===== src/rtl/lcm_pkg.sv =====
// Package for the lane connection mapper.
// Holds the input and result word types, the plan handed from the balance stage
// to the pair emitter, and the width constants. Depends on nothing.
package lcm_pkg;

  localparam int LANE_W = 4;
  localparam int CNT_W  = LANE_W + 1;
  localparam int POS_W  = LANE_W + 3;

  typedef struct packed {
    logic [LANE_W-1:0] approach_left_pockets;
    logic [LANE_W-1:0] approach_main_lanes;
    logic [LANE_W-1:0] depart_left_pockets;
    logic [LANE_W-1:0] depart_main_lanes;
    logic [LANE_W-1:0] first_approach_lane;
    logic [LANE_W-1:0] last_approach_lane;
    logic [LANE_W-1:0] first_depart_lane;
    logic [LANE_W-1:0] last_depart_lane;
  } lcm_in_t;

  typedef struct packed {
    logic [LANE_W-1:0] in_lane;
    logic              in_through;
    logic [LANE_W-1:0] depart_lane;
    logic              out_through;
    logic              last_pair;
  } lcm_out_t;

  typedef struct packed {
    logic [POS_W-1:0]  a_start;
    logic [POS_W-1:0]  d_start;
    logic [LANE_W-1:0] a_lo;
    logic [LANE_W-1:0] a_hi;
    logic [LANE_W-1:0] d_lo;
    logic [LANE_W-1:0] d_hi;
    logic [CNT_W-1:0]  count;
  } lcm_plan_t;

  typedef struct packed {
    logic [LANE_W-1:0] lane;
    logic              thru;
  } lcm_lane_t;

endpackage


===== src/rtl/lcm_balance.sv =====
// Balance logic of the lane connection mapper: orders both lane ranges, works out
// the pair count and the start lane of each side after dropping excess lanes.
// Purely combinational. Depends on lcm_pkg.
module lcm_balance
  import lcm_pkg::*;
(
  input  lcm_in_t   conn,
  output lcm_plan_t plan
);

  logic [LANE_W-1:0]       fi, li, fo, lo;
  logic [CNT_W-1:0]        n_in, n_out, excess;
  logic                    in_big;
  logic [LANE_W-1:0]       b_lo, b_hi, b_left, b_main;
  logic signed [POS_W-1:0] ex_s, room1, s1, rem1, pocket_end, room2, s2, rem2, shift;
  logic signed [POS_W-1:0] fi_s, fo_s;

  always_comb begin
    fi = (conn.first_approach_lane <= conn.last_approach_lane) ?
         conn.first_approach_lane : conn.last_approach_lane;
    li = (conn.first_approach_lane <= conn.last_approach_lane) ?
         conn.last_approach_lane : conn.first_approach_lane;
    fo = (conn.first_depart_lane <= conn.last_depart_lane) ?
         conn.first_depart_lane : conn.last_depart_lane;
    lo = (conn.first_depart_lane <= conn.last_depart_lane) ?
         conn.last_depart_lane : conn.first_depart_lane;

    n_in   = {1'b0, li} - {1'b0, fi} + CNT_W'(1);
    n_out  = {1'b0, lo} - {1'b0, fo} + CNT_W'(1);
    in_big = n_in > n_out;
    excess = in_big ? (n_in - n_out) : (n_out - n_in);

    b_lo   = in_big ? fi : fo;
    b_hi   = in_big ? li : lo;
    b_left = in_big ? conn.approach_left_pockets : conn.depart_left_pockets;
    b_main = in_big ? conn.approach_main_lanes : conn.depart_main_lanes;

    // Excess lanes in left pockets are dropped first and shift the other side.
    ex_s  = $signed({2'b00, excess});
    room1 = $signed({3'b000, b_left}) - $signed({3'b000, b_lo});
    if (room1 < 0) begin
      room1 = '0;
    end
    s1   = (ex_s < room1) ? ex_s : room1;
    rem1 = ex_s - s1;

    // Then lanes beyond the main lanes (right pockets) go without a shift.
    pocket_end = $signed({3'b000, b_left}) + $signed({3'b000, b_main});
    room2      = $signed({3'b000, b_hi}) - pocket_end + POS_W'(1);
    if (room2 < 0) begin
      room2 = '0;
    end
    s2    = (rem1 < room2) ? rem1 : room2;
    rem2  = rem1 - s2;
    shift = s1 + (rem2 >>> 1);

    fi_s = $signed({3'b000, fi});
    fo_s = $signed({3'b000, fo});

    plan.a_start = in_big ? fi_s : (fi_s - shift);
    plan.d_start = in_big ? (fo_s - shift) : fo_s;
    plan.a_lo    = fi;
    plan.a_hi    = li;
    plan.d_lo    = fo;
    plan.d_hi    = lo;
    plan.count   = in_big ? n_in : n_out;
  end

endmodule


===== src/rtl/lane_connection_mapper_core.sv =====
// Lane connection mapper: registers each connection word, balances the two lane
// ranges and emits one lane pair word per cycle, unless out_ready holds it back,
// through an output register. An accepted word passes the input register, then the
// emitter registers, then the output register. A connection gives max(in, out) pair
// words, at most 16, from the single pair emitter. A new word is taken every cycle
// while the emitter keeps pace. Reset clears all valid flags; no clearing pass.
module lane_connection_mapper_core
  import lcm_pkg::*;
#(
  parameter int MAX_LANES = 16
)
(
  input  logic     clk,
  input  logic     rst_n,
  input  logic     in_valid,
  output logic     in_ready,
  input  lcm_in_t  in_data,
  output logic     out_valid,
  input  logic     out_ready,
  output lcm_out_t out_data
);

  logic              a_valid_r;
  lcm_in_t           a_data_r;
  logic              b_valid_r;
  logic [POS_W-1:0]  b_a_r, b_d_r;
  logic [LANE_W-1:0] b_alo_r, b_ahi_r, b_dlo_r, b_dhi_r;
  logic [LANE_W-1:0] b_left_r;
  logic              out_valid_r;
  lcm_out_t          out_data_r;

  lcm_plan_t         plan;
  logic [CNT_W-1:0]  cnt;
  logic              out_load, b_done, b_free, a_move, in_acc;
  lcm_lane_t         a_pick, d_pick;
  lcm_out_t          out_nxt;

  function automatic lcm_lane_t clamp_lane(input logic [POS_W-1:0] v,
                                           input logic [LANE_W-1:0] lo,
                                           input logic [LANE_W-1:0] hi);
    lcm_lane_t r;
    if ($signed(v) < $signed({3'b000, lo})) begin
      r.lane = lo;
      r.thru = 1'b0;
    end else if ($signed(v) > $signed({3'b000, hi})) begin
      r.lane = hi;
      r.thru = 1'b0;
    end else begin
      r.lane = v[LANE_W-1:0];
      r.thru = 1'b1;
    end
    return r;
  endfunction

  lcm_balance u_balance (
    .conn (a_data_r),
    .plan (plan)
  );

  assign cnt      = (int'(plan.count) > MAX_LANES) ? CNT_W'(MAX_LANES) : plan.count;
  assign out_load = b_valid_r && (!out_valid_r || out_ready);
  assign b_done   = out_load && (b_left_r == '0);
  assign b_free   = !b_valid_r || b_done;
  assign a_move   = a_valid_r && b_free;
  assign in_ready = !a_valid_r || a_move;
  assign in_acc   = in_valid && in_ready;

  always_comb begin
    a_pick              = clamp_lane(b_a_r, b_alo_r, b_ahi_r);
    d_pick              = clamp_lane(b_d_r, b_dlo_r, b_dhi_r);
    out_nxt.in_lane     = a_pick.lane;
    out_nxt.in_through  = a_pick.thru;
    out_nxt.depart_lane = d_pick.lane;
    out_nxt.out_through = d_pick.thru;
    out_nxt.last_pair   = (b_left_r == '0);
  end

  always_ff @(posedge clk) begin
    if (!rst_n) begin
      a_valid_r   <= 1'b0;
      b_valid_r   <= 1'b0;
      out_valid_r <= 1'b0;
    end else begin
      if (in_acc) begin
        a_valid_r <= 1'b1;
      end else if (a_move) begin
        a_valid_r <= 1'b0;
      end
      if (a_move) begin
        b_valid_r <= 1'b1;
      end else if (b_done) begin
        b_valid_r <= 1'b0;
      end
      if (out_load) begin
        out_valid_r <= 1'b1;
      end else if (out_ready) begin
        out_valid_r <= 1'b0;
      end
    end
  end

  always_ff @(posedge clk) begin
    if (in_acc) begin
      a_data_r <= in_data;
    end
    if (a_move) begin
      b_a_r    <= plan.a_start;
      b_d_r    <= plan.d_start;
      b_alo_r  <= plan.a_lo;
      b_ahi_r  <= plan.a_hi;
      b_dlo_r  <= plan.d_lo;
      b_dhi_r  <= plan.d_hi;
      b_left_r <= LANE_W'(cnt - CNT_W'(1));
    end else if (out_load) begin
      b_a_r    <= b_a_r + POS_W'(1);
      b_d_r    <= b_d_r + POS_W'(1);
      b_left_r <= b_left_r - LANE_W'(1);
    end
    if (out_load) begin
      out_data_r <= out_nxt;
    end
  end

  assign out_valid = out_valid_r;
  assign out_data  = out_data_r;

`ifndef SYNTH
  // A pair is always complete on at least one side, since the wider range is walked whole.
  assert property (@(posedge clk) disable iff (!rst_n)
    out_valid_r |-> (out_data_r.in_through || out_data_r.out_through))
    else $error("pair word with neither lane inside its range");

  assert property (@(posedge clk) disable iff (!rst_n)
    out_load |=> out_valid_r)
    else $error("emitted pair word was lost");

  assert property (@(posedge clk) disable iff (!rst_n)
    (b_valid_r && !out_load && !a_move) |=> ($stable(b_left_r) && $stable(b_a_r)))
    else $error("emitter advanced without emitting a pair word");

  assert property (@(posedge clk) disable iff (!rst_n)
    (a_valid_r && !b_free) |=> (a_valid_r && $stable(a_data_r)))
    else $error("input register changed while the emitter was busy");
`endif

endmodule

===== config.mk =====
export PLATFORM = sky130hd
export DESIGN_NAME = lane_connection_mapper_core
export DESIGN_NICKNAME = d
export VERILOG_FILES = /design/src/rtl/lcm_pkg.sv /design/src/rtl/lcm_balance.sv /design/src/rtl/lane_connection_mapper_core.sv
export SDC_FILE = /design/constraint.sdc
export NUM_CORES = 1
export LEC_CHECK = 0
export ABC_AREA = 1
export BUFFER_PORTS_ARGS = -buffer_cell sky130_fd_sc_hd__buf_2
export CAP_MARGIN = 20
export CORE_ASPECT_RATIO = 0.8
export CORE_MARGIN = 2
export CORE_UTILIZATION = 60
export DETAILED_ROUTE_END_ITERATION = 10
export MAX_ROUTING_LAYER = met4
export PLACE_DENSITY = 0.79
export RECOVER_POWER = 25
export SYNTH_ARGS = -nofsm -noshare
export SYNTH_HDL_FRONTEND = slang
export SYNTH_SLANG_ARGS = --single-unit

===== constraint.sdc =====
create_clock -name clk -period 28.7 [get_ports clk]
set_input_delay 2.87 -clock clk [delete_from_list [all_inputs] [get_ports clk]]
set_output_delay 2.87 -clock clk [all_outputs]
set_load 0.01 [all_outputs]

==> impl_metrics.ini, run 1 <==
[worst_setup_path]
cp-end-kind = flop
crit_top_cell = nand2_1
rrSetupSlack_ps = 15710
cp_max_fo = 37
worst_setup_path_start_kind = flop
critPathSlowestCell = o21ai_0
critPathArrivalTime_ps = 13020
crit_type = flop to flop
r2r_cells = 61
r2r_end = b_a_r[3]
timing.rr.start = a_data_r[6]
slowest_delay_ps = 730
required_ps = 28730

[final_layout]
num_antenna_cells = 0
layout_common_cells = nand2_1, inv_1, ha_1
final_area_um2 = 7412
drive_gt1_share_pct = 12.87
area_growth_pct = 11.17
nFillCells = 872
final_common_cell = nand2_1
fin_nets = 996

[synthesis]
async_flop_share_pct = 0
syn_inst = 813
synth_compound_area_share_pct = 11.11
yosys.cell_types.count = 42
yosys.area_share.xor_xnor_pct = 3.397
synth_nets = 944
synth_mux_area_share_pct = 0
ys.flop_type = edfxtp_1
synth_enable_flop_cells = 77
avgSynthCellArea_um2 = 8.201
synth_seq_cells = 80
yosys.area_share.simple_pct = 21.81
synth_top_family_by_area = simple AND/OR/NAND/NOR gates
ys_seq_area_share_pct = 35.58
syn-cell-area_um2 = 6668
yosysWarnings = 0
synthAdderAreaFrac_pct = 19.18

[clocking]
clk_pin_slew_ps = 60
ctsHtreeMaxLevel = 3
root_buffer = clkbuf_16
cts_setup_buffers = 0
cts_tree = yes
clk_latency_ps = 340
numCtsBuffers = 9
numClockSinks = 80
clock_path_buffers = 2
cts_resized = 0
holdBufCountCts = 0

[global_route]
antenna_found_initial = 0
grt_pass1_wl_um = 25680
globalRouteOverflowTotal = 0
grt.total_usage_pct = 28.00
grt_pass1_vias = 5568
grt_max_degree = 38

[worst_hold_path]
whs_path_depth = 2
hp-class = flop to flop
hold-path-endpoint = b_valid_r
hold_path.startpoint = a_valid_r

[sta]
drv_slew = 0
tightest_slew_ps = 890.5
period_share_pct = 45.26
max_freq_mhz = 76.98
setup_violations = 0
final_hold_viol_count = 0
fin_worst_skew_ps = 4.361
grt_setup_unrepaired = false
setup_tns_ps = 0
maxSlewHeadroom_pct = 40.01
final.min_clock_period_ps = 12990

[run_status]
status = completed

[die]
initial_core_util_pct = 61.46
rows = 34
chipHeight_um = 98.29
dieArea_um2 = 11980
die_w_um = 121.9
ios = 49
core-area_um2 = 10850

[place]
dpl_cell_area_um2 = 7064
hpwlAfterDp_um = 12340
gp_congestion = 0.9726
port_buffers = 48

[route]
routed_wl_um = 15390
dr.pass1.iters = 6
vias = 5591
via_per_inst = 5.514
drc_errors = 0
first_iter_violations = 412
wire_per_inst_um = 15.18
ant_nets = 0

[run]
drv_cap = 0
-- how the worst max path moves through the flow --
stage | startpoint | end | slack, ps | cells after the start
2_1_floorplan | a_data_r[6] | b_d_r[3] | 17420 | 64
3_3_place_gp | a_data_r[14] | b_a_r[3] | 16700 | 60
3_5_place_dp | a_data_r[6] | b_a_r[3] | 16230 | 58
4_1_cts | a_data_r[6] | b_a_r[3] | 16150 | 58
5_1_grt | a_data_r[6] | b_a_r[3] | 14660 | 60
6_report | a_data_r[6] | b_a_r[3] | 15710 | 61
-- layout make-up --
class | count | area [µm²] | area share (%)
Sequential cell | 80 | 2372 | 32.01
Multi-Input combinational cell | 576 | 3706 | 50.00
Tap cell | 144 | 180.2 | 2.431
Clock buffer | 10 | 229.0 | 3.089
Timing Repair Buffer | 50 | 275.3 | 3.714
Inverter | 148 | 558.0 | 7.529
Clock inverter | 6 | 91.34 | 1.232
-- registers in the layout, summed over array words and instances (netlist names), 4 cells and up --
name,flops
b_alo_r,4
a_data_r,32
b_a_r,7
out_data,11
b_left_r,4
b_ahi_r,4
b_dlo_r,4
b_d_r,7
b_dhi_r,4
-- per-stage QoR --
step	hold WS [ps]	util (%)	worst slack [ps]	std cells
finish	490.1	68.33	15710	1014
global route	535.7	68.33	14660	1014
CTS	488.4	68.07	16150	1013
detailed placement	482.2	65.12	16230	997
global placement	475.2	65.12	16700	997
floorplan	448.9	-	17420	813
-- worst max-delay path: cells and delay by family (launching register included) --
family | cells | cell delay [ps]
XOR/XNOR | 1 | 260
buffers and inverters | 7 | 690
AND/OR/NAND/NOR | 27 | 3070
AO/OA/AOI/OAI | 11 | 2980
flip-flops | 1 | 420
adder cells (fa/ha/maj) | 15 | 5250
-- kinds of logic (layout without fill, tap and decap cells) --
| family | Yosys count | count (layout) |
|---|---|---|
| AOI/OAI and AO/OA | 136 | 136 |
| xor gates and xnor gates | 25 | 25 |
| adders and majority gates | 95 | 95 |
| buffers and inverters | 157 | 214 |
| DFF | 80 | 80 |
| other | 1 | 1 |
| and+or+nand+nor | 319 | 319 |
-- per-layer routing --
layer	wire, µm	share of wire (%)	global-route usage (%)	vias to the layer above
met5	0	0	-	-
met4	458	3.0	9.637	0
met3	973	6.3	4.147	33
met2	6928	45	42.72	204
met1	7030	46	38.38	2551
li1	-	-	-	2803
-- synth_stat cells, drive strengths merged (2+ instances only) --
master | count | area share, %
a21o | 2 | 0.23
a21oi | 48 | 3.6
a31oi | 3 | 0.28
and2 | 3 | 0.28
clkbuf | 9 | 0.51
clkinv | 2 | 0.15
dfxtp | 3 | 0.90
edfxtp | 77 | 35
fa | 12 | 3.6
ha | 83 | 16
inv | 146 | 8.2
nand2 | 200 | 12
nand3 | 58 | 4.8
nand3b | 2 | 0.23
nand4 | 7 | 0.66
nor2 | 37 | 2.2
o211ai | 2 | 0.23
o21ai | 68 | 5.1
o221ai | 5 | 0.66
or2 | 10 | 0.94
xnor2 | 5 | 0.66
xor2 | 20 | 2.7
Power of run 1 is left out: the tool's default activity adds up to more than one toggle a clock period on the data nets, which glitch-free logic cannot reach.
==> run 2: changes to the inputs <==
CORE_UTILIZATION = 56   (was 60)
PLACE_DENSITY = 0.78   (was 0.79)
clock period = 11.8 ns   (was 28.7 ns; I/O delays follow)
==> impl_metrics.ini, run 2 (synthesis gave the netlist of run 1 again) <==
[global_route]
grt_pass1_wl_um = 23680
grt_pass1_vias = 5050
grt.total_usage_pct = 23.94
globalRouteOverflowTotal = 0
antenna_found_initial = 0
grt_max_degree = 33

[worst_hold_path]
hp-class = flop to flop

[sta]
setup_violations = 0
final.min_clock_period_ps = 11170
maxSlewHeadroom_pct = 42.88
fin_worst_skew_ps = 7.435
period_share_pct = 94.69
whs_ps = 497.7
tightest_slew_ps = 854.7
max_freq_mhz = 89.50
drv_slew = 0
final_hold_viol_count = 0

[worst_setup_path]
critPathArrivalTime_ps = 11260
cp_num_buf_inv = 11
worst_setup_path_start_kind = flop
crit_family = adder cells
crit_top_cell = nand2_1
rrSetupSlack_ps = 630
required_ps = 11880
timing.rr.start = a_data_r[6]
startpoint = a_data_r[6]
critPathSlowestCell = fa_2
r2r_end = b_d_r[3]
cp-end-kind = flop
cp.depth = 66
r2r_cells = 66
slowest_delay_ps = 580
crit_type = flop to flop
cp_max_fo = 15
endpoint = b_d_r[3]

[clocking]
clock_path_buffers = 2
clk_pin_slew_ps = 70
ctsHtreeMaxLevel = 3
clk_latency_ps = 350
cts_tree = yes
root_buffer = clkbuf_16
holdBufCountCts = 0
numClockSinks = 80
numCtsBuffers = 9

[die]
dieArea_um2 = 12800
core-area_um2 = 11560
ios = 49
initial_core_util_pct = 57.67
die_w_um = 126.0
rows = 35
chipHeight_um = 101.6

[run]
drv_cap = 0

[route]
wire_per_inst_um = 13.93
routed_wl_um = 14440
vias = 5441
ant_nets = 0
first_iter_violations = 362
drc_errors = 0
dr.pass1.iters = 7
via_per_inst = 5.247

[place]
hpwlAfterDp_um = 11350
port_buffers = 48
gp_congestion = 0.9611

[final_layout]
final_common_cell = nand2_1
nFillCells = 948
fin_nets = 1015
layout_common_cells = nand2_1, inv_1, ha_1
largest_register_ffs = 32
num_antenna_cells = 0
area_growth_pct = 14.56
drive_gt1_share_pct = 16.87
regMostFlops = a_data_r

[run_status]
status = completed
==> run 2: how the worst min path moves through the flow <==
stage / slack (ps) / start / cells past startpoint / end
floorplan: 450 / a_valid_r / 2 / b_valid_r
global placement: 480 / a_valid_r / 2 / b_valid_r
detailed placement: 500 / a_valid_r / 2 / b_valid_r
CTS: 500 / a_valid_r / 2 / b_valid_r
global route: 560 / a_valid_r / 2 / b_valid_r
finish: 500 / a_valid_r / 2 / b_valid_r
==> run 2: through the flow <==
stage               cell area (µm²)  TNS [ps]  cells  utilization (%)  setup WS (ps)
floorplan                      6668         0    813                -          517.3
global placement               7167         0   1014            61.99          436.5
detailed placement             7167         0   1014            61.99          46.26
CTS                            7470         0   1030            64.61          9.672
global route                   7639    -396.2   1037            66.07         -123.7
finish                         7639         0   1037            66.07          626.2
==> run 2: layout make-up <==
cell class	count	area, µm²	share of cell area [%]
multi-input cells	576	3806	49.83
flip-flops and latches	80	2372	31.06
inverters	148	558.0	7.305
repair buffers	69	417.9	5.471
clock buffers	9	225.2	2.948
well taps	148	185.2	2.424
clock inverters	7	73.82	0.9664
==> run 2: worst reg2reg max path: cells and delay by family (launching register included) <==
family | cells | cell delay, ps
adders and majority gates | 14 | 4740
and+or+nand+nor | 28 | 2730
AOI/OAI and AO/OA | 11 | 1520
buffers and inverters | 11 | 1100
DFF | 1 | 420
xor gates and xnor gates | 2 | 390
==> run 2: timing repair <==
item,4_1_cts,5_1_grt
resized for setup,1,28
pin swaps,0,6
endpoints found under the setup margin,1,12
hold endpoints to repair,0,0
setup buffers,0,6
==> run 2: routing by layer <==
| layer | part of all wire [%] | routed length [µm] | up-vias | GRT usage (%) |
|---|---|---|---|---|
| met2 | 45 | 6470 | 150 | 37.84 |
| li1 | - | - | 2833 | - |
| met1 | 48 | 6969 | 2440 | 32.58 |
| met4 | 1.8 | 253 | 0 | 6.171 |
| met5 | 0 | 0 | - | - |
| met3 | 5.2 | 747 | 18 | 3.803 |
Power of run 2 is left out for the same reason.
==> run 3: changes to the inputs <==
CORE_ASPECT_RATIO = 2   (was 0.8)
==> impl_metrics.ini, run 3 (synthesis gave the netlist of run 1 again) <==
[run_status]
status = completed

[die]
dieArea_um2 = 12850
die_w_um = 81.16
initial_core_util_pct = 56.98
core-area_um2 = 11700
ios = 49
chipHeight_um = 158.3
rows = 56

[route]
wire_per_inst_um = 15.02
wl_met1_um = 5335
via_per_inst = 5.481
drc_errors = 0
met2WireLength_um = 8742
vias = 5772
dr.pass1.iters = 6
routed_wl_um = 15810
top_layer = met4
wl_met3_um = 553
ant_nets = 0
first_iter_violations = 447

[place]
gp_congestion = 0.9802
dp_cells = 1033
hpwlAfterDp_um = 12730
port_buffers = 48
dpl_cell_area_um2 = 7328

[clocking]
clock_path_buffers = 2
clk_latency_ps = 350
clk_pin_slew_ps = 60
ctsHtreeMaxLevel = 3
numCtsBuffers = 9
numClockSinks = 80
root_buffer = clkbuf_16
holdBufCountCts = 0
cts_tree = yes

[global_route]
grt_pass1_wl_um = 25450
grt.total_usage_pct = 27.08
grt_max_degree = 33
grt_pass1_vias = 5710
antenna_found_initial = 0
globalRouteOverflowTotal = 0

[final_layout]
nFillCells = 949
multiInputGateArea_um2 = 3764
fin_nets = 1034
regMostFlops = a_data_r
num_antenna_cells = 0
final_common_cell = nand2_1
seqCellArea_um2 = 2372
drive_gt1_share_pct = 17.51
largest_register_ffs = 32
area_growth_pct = 15.69
fin_cells = 1053
layout_common_cells = nand2_1, inv_1, ha_1
final_area_um2 = 7714

[sta]
maxSlewHeadroom_pct = 43.27
fin_worst_skew_ps = 13.45
period_share_pct = 92.97
final_hold_viol_count = 0
max_freq_mhz = 91.16
whs_ps = 494.8
tightest_slew_ps = 848.9
final.min_clock_period_ps = 10970
drv_slew = 0
setup_violations = 0

[run]
drv_cap = 0

[worst_setup_path]
crit_top_cell = nand2_1
timing.rr.start = a_data_r[2]
cp-end-kind = flop
rrSetupSlack_ps = 830
required_ps = 11870
worst_setup_path_start_kind = flop
critPathSlowestCell = fa_1
critPathArrivalTime_ps = 11040
r2r_cells = 68
cp_max_fo = 16
slowest_delay_ps = 550
crit_type = flop to flop
r2r_end = b_d_r[3]

[worst_hold_path]
hp-class = flop to flop
whs_path_depth = 2
hold_path.startpoint = a_valid_r
hold-path-endpoint = b_valid_r
==> run 3: layout make-up <==
class	count	share of cell area (%)
sequential	80	30.75
timing repair buffer	88	7.267
clock inverter	7	0.6813
tap	145	2.352
inverter	148	7.234
clock buffer	9	2.920
multi-input combinational	576	48.79
==> run 3: per-layer routing <==
metal	GRT usage, %	vias to the layer above
met2	49.35	180
met4	19.69	0
met3	3.571	78
li1	-	2868
met1	24.87	2646
met5	-	-
==> run 3: through the flow <==
step                setup TNS, ps  utilization [%]  setup WS (ps)
CTS                             0            65.00          249.9
detailed placement              0            62.63          278.6
global placement                0            62.63          528.6
floorplan                       0                -          517.3
finish                          0            65.92          830.1
global route               -187.8            65.92         -58.66
==> run 3: how the worst max path moves through the flow <==
stage / from / endpoint
after floorplan: a_data_r[6] / b_d_r[3]
after global placement: a_data_r[6] / b_d_r[4]
after detailed placement: a_data_r[2] / b_d_r[3]
after CTS: a_data_r[2] / b_d_r[3]
after global routing: a_data_r[10] / b_d_r[3]
final: a_data_r[2] / b_d_r[3]
==> run 3: repair_timing <==
| action | CTS | global route |
|---|---|---|
| resized for setup | 0 | 19 |
| setup buffers | 0 | 3 |
| setup endpoints to repair | 0 | 12 |
==> run 3: worst max-delay path, delay by kind of cell, from the launching register on <==
kind | cells | cell delay, ps
fa+ha+maj | 13 | 4500
simple gates | 32 | 3130
compound gates | 9 | 1420
buf+inv | 13 | 1040
flops | 1 | 380
xor+xnor | 1 | 220
Power of run 3 is left out for the same reason.
